## src/design/oaht_pkg.sv

```systemverilog
// Shared constants, codes and types for the open-address hash table.
`timescale 1ns / 1ps
package oaht_pkg;

    localparam int SLOTS_DEF   = 1024;
    localparam int KEY_W_DEF   = 64;
    localparam int VAL_W_DEF   = 32;

    localparam int KEY_PORT_W  = 64;
    localparam int VAL_PORT_W  = 32;
    localparam int SLOT_PORT_W = 10;
    localparam int SIZE_W      = 11;
    localparam int LOAD_W      = 7;
    localparam int CFG_IDX_W   = 1;
    localparam int CFG_DATA_W  = 11;
    localparam int PERCENT     = 100;

    localparam logic [SIZE_W-1:0] SIZE_RESET = 11'd863;
    localparam logic [LOAD_W-1:0] LOAD_RESET = 7'd80;

    localparam logic [CFG_IDX_W-1:0] CFG_TABLE_SIZE = 1'b0;
    localparam logic [CFG_IDX_W-1:0] CFG_MAX_LOAD   = 1'b1;

    typedef enum logic [1:0] {
        ACT_FIND        = 2'd0,
        ACT_REPLACE     = 2'd1,
        ACT_REMOVE      = 2'd2,
        ACT_REMOVE_SLOT = 2'd3
    } t_action;

    typedef enum logic [1:0] {
        TAG_EMPTY = 2'd0,
        TAG_LIVE  = 2'd1,
        TAG_TOMB  = 2'd2
    } t_tag;

    typedef struct packed {
        logic tag_we;
        logic kv_we;
        t_tag tag;
    } t_wr_ctrl;

endpackage

```

## src/design/oaht_mod.sv

```systemverilog
// Bit-serial restoring remainder unit: key modulo table size, one bit a cycle.
`timescale 1ns / 1ps
module oaht_mod #(
    parameter int KEY_WIDTH = oaht_pkg::KEY_W_DEF
) (
    input  logic                        i_clk,
    input  logic                        i_rst_n,
    input  logic                        i_start,
    input  logic [KEY_WIDTH-1:0]        i_key,
    input  logic [oaht_pkg::SIZE_W-1:0] i_div,
    output logic                        o_busy,
    output logic                        o_done,
    output logic [oaht_pkg::SIZE_W-1:0] o_rem
);
    localparam int ZW  = oaht_pkg::SIZE_W;
    localparam int CNW = $clog2(KEY_WIDTH + 1);

    logic            r_busy, n_busy;
    logic            r_done, n_done;
    logic [CNW-1:0]  r_cnt, n_cnt;
    logic [KEY_WIDTH-1:0] r_dvd, n_dvd;
    logic [ZW-1:0]   r_div, n_div;
    logic [ZW-1:0]   r_rem, n_rem;
    logic [ZW:0]     shifted;

    // shift in the next dividend bit and subtract once
    assign shifted = {r_rem, r_dvd[KEY_WIDTH-1]};

    always_comb begin
        n_busy = r_busy;
        n_done = 1'b0;
        n_cnt  = r_cnt;
        n_dvd  = r_dvd;
        n_div  = r_div;
        n_rem  = r_rem;
        if (i_start) begin
            n_busy = 1'b1;
            n_cnt  = CNW'(KEY_WIDTH);
            n_dvd  = i_key;
            n_div  = i_div;
            n_rem  = '0;
        end else if (r_busy) begin
            n_dvd = r_dvd << 1;
            n_cnt = r_cnt - 1'b1;
            if (shifted >= {1'b0, r_div}) begin
                n_rem = ZW'(shifted - {1'b0, r_div});
            end else begin
                n_rem = ZW'(shifted);
            end
            if (r_cnt == CNW'(1)) begin
                n_busy = 1'b0;
                n_done = 1'b1;
            end
        end
    end

    always_ff @(posedge i_clk) begin
        if (!i_rst_n) begin
            r_busy <= 1'b0;
            r_done <= 1'b0;
            r_cnt  <= '0;
        end else begin
            r_busy <= n_busy;
            r_done <= n_done;
            r_cnt  <= n_cnt;
        end
        r_dvd <= n_dvd;
        r_div <= n_div;
        r_rem <= n_rem;
    end

    assign o_busy = r_busy;
    assign o_done = r_done;
    assign o_rem  = r_rem;
endmodule

```

## config.mk

```make
export PLATFORM = sky130hd
export DESIGN_NAME = oaht_mod
export DESIGN_NICKNAME = d
export VERILOG_FILES = /design/src/design/oaht_pkg.sv /design/src/design/oaht_mod.sv
export SDC_FILE = /design/constraint.sdc
export NUM_CORES = 1
export LEC_CHECK = 0
export BUFFER_PORTS_ARGS = -buffer_cell sky130_fd_sc_hd__buf_4
export CORE_MARGIN = 1.5
export CORE_UTILIZATION = 45
export DETAILED_ROUTE_END_ITERATION = 10
export GPL_ROUTABILITY_DRIVEN = 0
export PLACE_DENSITY = 0.69
export SYNTH_ARGS = -nofsm -noshare
export SYNTH_HDL_FRONTEND = slang
export SYNTH_SLANG_ARGS = --single-unit
```

## constraint.sdc

```tcl
create_clock -name i_clk -period 2.7 [get_ports i_clk]
set_clock_uncertainty 0.2 [all_clocks]
set_input_delay 0.27 -clock i_clk [delete_from_list [all_inputs] [get_ports i_clk]]
set_output_delay 0.27 -clock i_clk [all_outputs]
set_load 0.1 [all_outputs]
```

==> reports/metrics.yaml, run 1 <==
yosys:
  syn_avg_cell_area_um2: 13.6
  synth_cell_types: 45
  synth-xor-area-share: 0.0198
  synthSimpleGateAreaFrac: 0.0678
  syn-num-nets: 418
  synth_compound_area_frac: 0.0789
  synthesis.area_um2: 4430
  synth_top_family_by_area: "multiplexers"
  synthMuxAreaShare: 0.168
  yosysWarnings: 0
  synth_fa_ha_area_frac: 0.0413
  ys_ff_latch: 95
  seq_area_frac_synth: 0.599
  netlist_instances: 326
clock_network:
  htree_levels: 3
  cts_made_buffers: 9
  cts_tree: "yes"
  insertion_delay_ps: 370
  cts_root_buf: "clkbuf_8"
  path_clk_slew_ps: 90
  cts_max_path_buffers: 2
  cts.sinks: 95
routing:
  wl_per_cell_um: 14.9
  drt_iter0_drc: 81
  routed-via-count: 3135
  avgViaCountPerCell: 4.94
  drtAntennaViolNets: 0
  first_pass_iters: 6
  drc: 0
  drt-total-wl_um: 9470
final_layout:
  final_cell_mix: "100 x buf_4, 75 x edfxtp_1, 68 x dlygate4sd3_1"
  register_area_um2: 2670
  multi_input_area_um2: 1680
  final_core_util: 0.643
  layout_commonest_cell: "buf_4"
  fin_nets: 588
  n_antenna_cell: 0
  syn_to_final_growth_pct: 40.0
  nFillCells: 742
  final_area_um2: 6200
  drive_gt1_frac: 0.403
power_and_ir_drop:
  peakVddDrop_uv: 298
  p_seq_frac: 0.558
  switching_share: 0.256
  p_sw_mw: 0.820
  p_int_mw: 2.38
  power.share.clock: 0.258
  powerDensity_nw_per_um2: 516
  pwr-share-comb: 0.183
  p_leak_nw: 2.50
sta:
  post-route-period-util: 0.977
  grt_setup_unrepaired: "yes"
  fmax_mhz: 379
  hold_viol: 0
  max_slew.worst_pin.slew_ps: 538
  period_needed_ps: 2640
  slew_headroom: 0.641
  setup_viol: 0
  slew_viol_final: 0
placement:
  hpwl_um: 5780
  port_buffers: 90
  place_area_um2: 5320
setup_path:
  crit_path_max_fanout: 4
  worstPathRequired_ps: 2790
  crit_start: "r_dvd[63]"
  crit_path_end_kind: "register"
  worstSetupPathType: "reg2reg"
  reg2reg_depth: 9
  r2r-end: "o_rem[6]"
  r2r_setup_slack_ps: 60
  crit_arrival_ps: 2730
  rr_startpoint: "r_dvd[63]"
  worstSetupStartpointType: "register"
  crit_end: "o_rem[6]"
global_route:
  busiest_layer: "met2"
  antenna_found_initial: 0
  use_met3: 0.0616
  grt_max_degree: 54
  met1_usage: 0.228
  first_global_vias: 3186
  use_met2: 0.311
  groute.usage.overall: 0.186
  grt_first_pass_wirelength_um: 14600
  gr-total-overflow: 0
die:
  die-area_um2: 10400
  core_um2: 9640
  rows: 36
  die_y_um: 102
  io_pins: 91
  die_w_um: 102
  start_util: 0.459
job:
  drv_cap: 0
run_status:
  status: "complete, no violations"
worst_hold_path:
  worstHoldPathCells: 2
  hp-class: "in2reg"
metrics by stage:
step | setup TNS (ps) | power, mW | hold slack (ps) | instances | worst slack (ps)
floorplan | -93.8 | 2.13 | 169 | 326 | -93.8
global route | -58.2 | 3.34 | 0.915 | 634 | -58.2
CTS | 0 | 3.21 | 0.350 | 621 | 10.9
finish | 0 | 3.20 | 16.3 | 634 | 63.4
global placement | 0 | 2.30 | 249 | 546 | 51.2
detailed placement | -7.92 | 2.31 | 249 | 546 | -7.92
per-layer routing:
metal,wire length [µm],vias to the layer above
met5,0,-
met3,486,9
li1,-,1554
met2,4740,89
met1,4120,1483
met4,116,0
registers in the layout (all words and copies together), names as in the netlist:
register / count
o_busy: 1
o_done: 1
o_rem: 11
r_cnt: 7
r_div: 11
r_dvd: 64
worst min path at each step:
stage / slack [ps] / start / to
after CTS: 0.3 / i_key[60] / r_dvd[60]
after global routing: 0.9 / i_key[20] / r_dvd[20]
after detailed placement: 250 / i_div[8] / r_div[8]
final: 20 / i_key[12] / r_dvd[12]
after global placement: 250 / i_div[8] / r_div[8]
after floorplan: 170 / i_div[0] / r_div[0]
kinds of logic (layout without fill, tap and decap cells):
logic type | Yosys count | count (layout)
adder cells (fa/ha/maj) | 14 | 14
buffers and inverters | 28 | 203
multiplexers | 66 | 66
AO/OA/AOI/OAI | 52 | 52
flip-flops | 95 | 95
XOR/XNOR | 10 | 10
AND/OR/NAND/NOR | 61 | 61
synth_stat cells, drive strengths merged:
cell type | count | share of area
o21ai | 14 | 0.016
and3 | 1 | 0.0014
nand4 | 2 | 0.0028
inv | 18 | 0.015
mux2 | 65 | 0.17
o31ai | 1 | 0.0017
nand2 | 14 | 0.012
o221a | 1 | 0.0025
xor2 | 4 | 0.0079
nand3 | 1 | 0.0011
or3 | 2 | 0.0028
a41oi | 1 | 0.0020
nand2b | 4 | 0.0062
nor2 | 22 | 0.019
a21o | 2 | 0.0034
and2 | 2 | 0.0034
a21oi | 14 | 0.016
xnor2 | 6 | 0.012
or3b | 1 | 0.0020
o2bb2ai | 1 | 0.0034
clkbuf | 8 | 0.0068
o31a | 1 | 0.0020
mux2i | 1 | 0.0023
nor2b | 3 | 0.0042
fa | 1 | 0.0045
edfxtp | 75 | 0.51
o2111a | 1 | 0.0025
a211o | 1 | 0.0020
a32o | 1 | 0.0023
o21a | 5 | 0.0085
buf | 2 | 0.0034
nor4 | 1 | 0.0014
nand4b | 2 | 0.0040
a211oi | 4 | 0.0079
dfxtp | 20 | 0.090
a22o | 3 | 0.0059
o22ai | 1 | 0.0014
o211ai | 1 | 0.0017
nor3 | 6 | 0.0079
ha | 13 | 0.037
power groups by stage:
| stage | clock network (mW) | registers [mW] | logic, mW |
|---|---|---|---|
| finish | 0.827 | 1.79 | 0.586 |
| global route | 0.906 | 1.80 | 0.635 |
| CTS | 0.860 | 1.79 | 0.561 |
| detailed placement | 0 | 1.82 | 0.491 |
| global placement | 0 | 1.81 | 0.482 |
| floorplan | 0 | 1.85 | 0.280 |
area by class of cell:
class / instances / area share
repair buffers: 169 / 0.234
clock buffers: 9 / 0.0200
clock inverters: 7 / 0.00646
multi-input cells: 203 / 0.270
well taps: 133 / 0.0268
flip-flops and latches: 95 / 0.431
inverters: 18 / 0.0115
repair_timing:
action	4_1_cts	5_1_grt
gates resized for setup	0	2
hold buffers	59	9
buffers inserted	0	4
endpoints found under the setup margin	1	3
endpoints found under the hold margin	60	9
pin swaps	1	2
critical path: stages, from the launching register on:
cell       delay (ps)
edfxtp_1          350
inv_1              50
ha_2              190
fa_2              400
nand2b_4          150
o2bb2ai_2         140
a211o_1           360
and2_4            170
or3b_1            380
a211oi_2          170
(Power assumes the default switching activity.)
==> inputs of run 2 (changes only) <==
Clock period 2.7 ns to 2.4 ns, I/O delays scaled along.
==> run 2 against run 1 <==
The run now ends with setup timing left. First-iteration DRC count grew 11%. Global-route usage grew 1.1 points. Die area is the same. Sequential power grew 12%. Largest power group unchanged. Hold slack gained 120 ps. Register-to-register slack lost 160 ps. Flip-flop and latch count is the same. Design area grew 2.8%. Core utilization grew 1.8 points. Combinational power grew 19%.
==> reports/metrics.yaml, run 2 (synthesis results as in run 1) <==
die:
  die_w_um: 102  # unchanged
  rows: 36  # unchanged
  start_util: 0.459  # unchanged
  core_um2: 9640  # unchanged
  die_y_um: 102  # unchanged
  io_pins: 91  # unchanged
  die-area_um2: 10400  # unchanged
power_and_ir_drop:
  pwr-share-comb: 0.189  # +0.006
  power.share.clock: 0.266  # +0.008
  switching_share: 0.262  # +0.00556
  p_leak_nw: 2.57  # +2.8%
  p_int_mw: 2.72  # +14%
  p_sw_mw: 0.966  # +18%
  powerDensity_nw_per_um2: 578  # +12%
  p_seq_frac: 0.545  # -0.013
  peakVddDrop_uv: 398  # +34%
sta:
  worst_slack_ps: -95.2  # -159 ps
  period_needed_ps: 2500  # -141 ps
  slew_headroom: 0.721  # +0.0793
  grt_setup_unrepaired: "yes"
  slew_viol_final: 0  # unchanged
  max_slew.worst_pin.slew_ps: 414  # -123 ps
  hold_viol: 0  # unchanged
  fmax_mhz: 401  # +5.7%
  hold_slack_ps: 132  # +115 ps
  fin_tns_setup_ps: -187  # -187 ps
  post-route-period-util: 1.04  # +0.0632
  setup_viol: 4  # +4
routing:
  first_pass_iters: 4  # -2
  drtAntennaViolNets: 0  # unchanged
  wl_per_cell_um: 15.1  # +1.1%
  routed-via-count: 3259  # +4.0%
  avgViaCountPerCell: 5.05  # +2.2%
  drt_iter0_drc: 90  # +11%
  drc: 0  # unchanged
  drt-total-wl_um: 9740  # +2.9%
global_route:
  grt_max_degree: 56  # +3.7%
  grt_first_pass_wirelength_um: 15700  # +7.5%
  groute.usage.overall: 0.197  # +0.0111
  antenna_found_initial: 0  # unchanged
  first_global_vias: 3272  # +2.7%
  gr-total-overflow: 0  # unchanged
run_status:
  violations: "setup timing"
  status: "complete, but fails checks"
clock_network:
  htree_levels: 3  # unchanged
  cts_max_path_buffers: 2  # unchanged
  path_clk_slew_ps: 100  # about the same
  post-cts-setup-buffers: 0  # unchanged
  cts_tree: "yes"
  cts_made_buffers: 9  # unchanged
  cts.sinks: 95  # unchanged
  insertion_delay_ps: 360  # about the same
  cts_root_buf: "clkbuf_8"
placement:
  port_buffers: 90  # unchanged
  hpwl_um: 5990  # +3.6%
  place_ws_ps: -148  # -140 ps
  place_area_um2: 5390  # +1.4%
setup_path:
  path_delay_family: "simple AND/OR/NAND/NOR gates"
  crit_slowest_cell: "edfxtp_1"
  crit_chain: "ha_2, fa_2, nand2b_4, o2bb2ai_2, a211o_1, and2_4, or3b_1, a211oi_2"
  rr_startpoint: "r_div[0]"
  path_depth: 8  # -1
  crit_path_max_fanout: 4  # unchanged
  reg2reg_depth: 8  # -1
  worstPathRequired_ps: 2490  # -300 ps
  crit_path_end_kind: "register"
  max_stage_delay_ps: 390  # about the same
  worstSetupPathType: "reg2reg"
  worstSetupStartpointType: "register"
  crit_start: "r_div[0]"
  worst-path-buf-inv: 0  # -1
  crit_arrival_ps: 2580  # -150 ps
  r2r-end: "o_rem[6]"
  r2r_setup_slack_ps: -100  # -160 ps
final_layout:
  syn_to_final_growth_pct: 44.0
  largest_reg_flops: 64  # unchanged
  final_area_um2: 6370  # +2.8%
  drive_gt1_frac: 0.418  # +0.0148
  n_antenna_cell: 0  # unchanged
  layout_commonest_cell: "buf_4"
  nFillCells: 752  # +1.3%
  final_core_util: 0.661  # +0.0180
  fin_nets: 599  # +1.9%
  final_cell_mix: "102 x buf_4, 76 x dlygate4sd3_1, 75 x edfxtp_1"
  top_register: "r_dvd"
worst_hold_path:
  hp-class: "in2reg"
  hold_end: "o_rem[6]"
  worstHoldStart: "i_start"
  worstHoldPathCells: 2  # unchanged
job:
  drv_cap: 0  # unchanged
## run 2: what timing repair did
action                     in CTS  in global routing
gates resized for setup         4                  8
pin swaps                       4                  2
hold buffers                   76                  0
hold endpoints to repair       77                  0
setup endpoints to repair      10                 11
## run 2: metrics by stage
| stage | std cells | total power [mW] |
|---|---|---|
| 2_1_floorplan | 326 | 2.40 |
| 3_3_place_gp | 553 | 2.60 |
| 3_5_place_dp | 553 | 2.62 |
| 4_1_cts | 645 | 3.70 |
| 5_1_grt | 645 | 3.84 |
| 6_report | 645 | 3.69 |
## run 2: worst max-delay path by stage
stage	endpoint	slack, ps
2_1_floorplan	o_rem[6]	-250
3_3_place_gp	o_rem[3]	-110
3_5_place_dp	o_rem[4]	-150
4_1_cts	o_rem[6]	-100
5_1_grt	o_rem[6]	-160
6_report	o_rem[6]	-100
## run 2: worst reg2reg max path, cell delays in order, from the launching register on
cell	delay (ps)
edfxtp_1	390
ha_2	210
fa_2	340
nand2b_4	150
o2bb2ai_2	120
a211o_1	310
and2_4	160
or3b_1	380
a211oi_2	170
## run 2: routing by layer
| metal | up-vias | GRT usage | wire length, µm |
|---|---|---|---|
| li1 | 1569 | - | - |
| met1 | 1572 | 0.237 | 4060 |
| met2 | 98 | 0.345 | 5030 |
| met3 | 20 | 0.0445 | 436 |
| met4 | 0 | 0.0727 | 211 |
| met5 | - | 0 | 0 |
## run 2: cell type report
class,count,area (µm²),area share
Clock buffer,9,124,0.0194
Clock inverter,7,56.3,0.00884
Inverter,18,71.3,0.0112
Multi-Input combinational cell,203,1720,0.269
Sequential cell,95,2680,0.421
Tap cell,133,166,0.0261
Timing Repair Buffer,180,1560,0.244
## run 2: power groups by stage
stage | Combinational [mW] | Clock (mW) | Sequential, mW
2_1_floorplan | 0.322 | 0 | 2.08
3_3_place_gp | 0.561 | 0 | 2.04
3_5_place_dp | 0.574 | 0 | 2.04
4_1_cts | 0.678 | 1.02 | 2.01
5_1_grt | 0.748 | 1.07 | 2.03
6_report | 0.695 | 0.982 | 2.01
==> inputs of run 3 (changes only) <==
Settings changed: PLACE_DENSITY 0.69 to 0.67, TNS_END_PERCENT set to 30.
Clock period 2.4 ns to 2.5 ns, I/O delays scaled along.
==> run 3 against run 2 <==
The flow still finishes with violations (setup timing). Flip-flop and latch count is the same. Core utilization grew 0.21 points. Fmax shrank 1.4%. Clock-buffer cell count grew 1. Die area is the same. Sequential share of layout area shrank 0.27 points. Sequential power shrank 4%. Global-route usage shrank 0.16 points. Routed wire length shrank 0.92%. Critical path depth grew 1. Critical path type unchanged. Largest power group unchanged. Highest routed layer unchanged.
==> reports/metrics.yaml, run 3 (synthesis results as in run 1) <==
run_status:
  status: "complete, but fails checks"
  violations: "setup timing"
final_layout:
  nFillCells: 742  # -1.3%
  fin_nets: 604  # +0.83%
  largest_reg_flops: 64  # unchanged
  final_core_util: 0.663  # +0.00208
  n_antenna_cell: 0  # unchanged
  final_cell_mix: "108 x buf_4, 76 x dlygate4sd3_1, 75 x edfxtp_1"
  layout_commonest_cell: "buf_4"
  syn_to_final_growth_pct: 44.4
  fin_cells: 650  # +0.78%
  multi_input_area_um2: 1700  # -0.80%
  register_area_um2: 2670  # -0.33%
  top_register: "r_dvd"
  final_area_um2: 6390  # +0.31%
  drive_gt1_frac: 0.416  # -0.00211
clock_network:
  cts_tree: "yes"
  cts_made_buffers: 9  # unchanged
  path_clk_slew_ps: 100  # about the same
  insertion_delay_ps: 370  # about the same
  cts.sinks: 95  # unchanged
  htree_levels: 3  # unchanged
  cts_root_buf: "clkbuf_8"
  cts_max_path_buffers: 2  # unchanged
placement:
  port_buffers: 90  # unchanged
  hpwl_um: 5990  # +0.13%
  placedCellCount: 553  # unchanged
  place_area_um2: 5380  # -0.16%
  place_ws_ps: -75.0  # +72.8 ps
setup_path:
  r2r-end: "o_rem[6]"
  rr_startpoint: "r_dvd[63]"
  reg2reg_depth: 9  # +1
  r2r_setup_slack_ps: -30  # +70 ps
  worst-path-buf-inv: 1  # +1
  crit_slowest_cell: "or3b_4"
  crit_path_max_fanout: 4  # unchanged
  worstPathRequired_ps: 2590  # +100 ps
  crit_path_end_kind: "register"
  crit_chain: "inv_1, ha_2, fa_2, nand2b_4, o2bb2ai_2, a211o_1, and2_4, or3b_4, a211oi_2"
  crit_arrival_ps: 2620  # +40 ps
  worstSetupPathType: "reg2reg"
  path_delay_family: "simple AND/OR/NAND/NOR gates"
  worstSetupStartpointType: "register"
  max_stage_delay_ps: 390  # about the same
power_and_ir_drop:
  power.share.clock: 0.280  # +0.014
  peakVddDrop_uv: 360  # -9.7%
  switching_share: 0.250  # -0.0115
  p_leak_nw: 2.59  # +0.85%
  p_seq_frac: 0.535  # -0.010
  pwr-share-comb: 0.185  # -0.004
  p_int_mw: 2.70  # -0.69%
  p_sw_mw: 0.903  # -6.5%
  powerDensity_nw_per_um2: 564  # -2.5%
sta:
  period_needed_ps: 2530  # +35.0 ps
  setup_viol: 2  # -2
  hold_viol: 0  # unchanged
  fin_tns_setup_ps: -43.3  # +144 ps
  grt_setup_unrepaired: "yes"
  max_slew.worst_pin.slew_ps: 796  # +381 ps
  post-route-period-util: 1.01  # -0.0276
  worst_slack_ps: -30.2  # +65.0 ps
  slew_headroom: 0.469  # -0.251
  slew_viol_final: 0  # unchanged
  fmax_mhz: 395  # -1.4%
worst_hold_path:
  worstHoldPathCells: 4  # +2
  worstHoldStart: "i_start"
  hold_end: "o_rem[9]"
  hp-class: "in2reg"
global_route:
  first_global_vias: 3284  # +0.37%
  grt_first_pass_wirelength_um: 15400  # -2.2%
  antenna_found_initial: 0  # unchanged
  groute.usage.overall: 0.195  # -0.00164
  gr-total-overflow: 0  # unchanged
  grt_max_degree: 83  # +48%
die:
  rows: 36  # unchanged
  io_pins: 91  # unchanged
  die_y_um: 102  # unchanged
  die_w_um: 102  # unchanged
  core_um2: 9640  # unchanged
  start_util: 0.459  # unchanged
  die-area_um2: 10400  # unchanged
routing:
  drtAntennaViolNets: 0  # unchanged
  routed-via-count: 3226  # -1.0%
  drt_iter0_drc: 92  # +2.2%
  drt-total-wl_um: 9650  # -0.92%
  drc: 0  # unchanged
  first_pass_iters: 4  # unchanged
  avgViaCountPerCell: 4.96  # -1.8%
  wl_per_cell_um: 14.8  # -1.7%
job:
  drv_cap: 0  # unchanged
==> run 3: power by group through the flow <==
stage	Combinational, mW	Clock (mW)	Sequential [mW]
3_3_place_gp	0.538	0	1.96
5_1_grt	0.722	1.10	1.95
3_5_place_dp	0.551	0	1.96
6_report	0.667	1.01	1.93
2_1_floorplan	0.307	0	2.00
4_1_cts	0.652	1.03	1.93
==> run 3: worst reg2reg max path, delay by kind of cell, from the launching register on <==
kind | cells | cell delay, ps
buffers and inverters | 1 | 50
AO/OA/AOI/OAI | 3 | 600
AND/OR/NAND/NOR | 3 | 710
adder cells (fa/ha/maj) | 2 | 530
flip-flops | 1 | 350
==> run 3: final cells by class <==
type,count,share of cell area
Clock buffer,10,0.0200
Multi-Input combinational cell,203,0.266
Inverter,18,0.0112
Clock inverter,6,0.00959
Timing Repair Buffer,185,0.249
Tap cell,133,0.0260
Sequential cell,95,0.418
==> run 3: worst max path at each step <==
| stage | start | to | slack, ps | cells past startpoint |
|---|---|---|---|---|
| detailed placement | r_dvd[63] | o_rem[4] | -70 | 9 |
| floorplan | o_rem[0] | o_rem[6] | -150 | 9 |
| CTS | r_dvd[63] | o_rem[6] | -20 | 9 |
| global placement | r_dvd[63] | o_rem[6] | -30 | 9 |
| finish | r_dvd[63] | o_rem[6] | -30 | 9 |
| global route | r_dvd[63] | o_rem[6] | -110 | 9 |
==> run 3: what timing repair did <==
action / 4_1_cts / 5_1_grt
resized for setup: 0 / 6
setup buffers: 2 / 3
hold buffers: 76 / 0
hold endpoints to repair: 77 / 0
setup endpoints to repair: 4 / 7
pin swaps: 3 / 0
cloned: 0 / 0
==> run 3: per-layer routing <==
layer | GRT usage | part of all wire | wire length, µm | vias to the layer above
met3 | 0.0417 | 0.050 | 482 | 26
met1 | 0.241 | 0.43 | 4100 | 1525
met2 | 0.316 | 0.49 | 4750 | 93
met4 | 0.116 | 0.033 | 314 | 0
met5 | 0 | 0 | 0 | -
li1 | - | - | - | 1582
==> run 3: per-stage QoR <==
stage	hold slack [ps]	power, mW
after global placement	229	2.50
final	23.6	3.60
after detailed placement	229	2.52
after CTS	12.0	3.62
after floorplan	149	2.31
after global routing	42.2	3.76
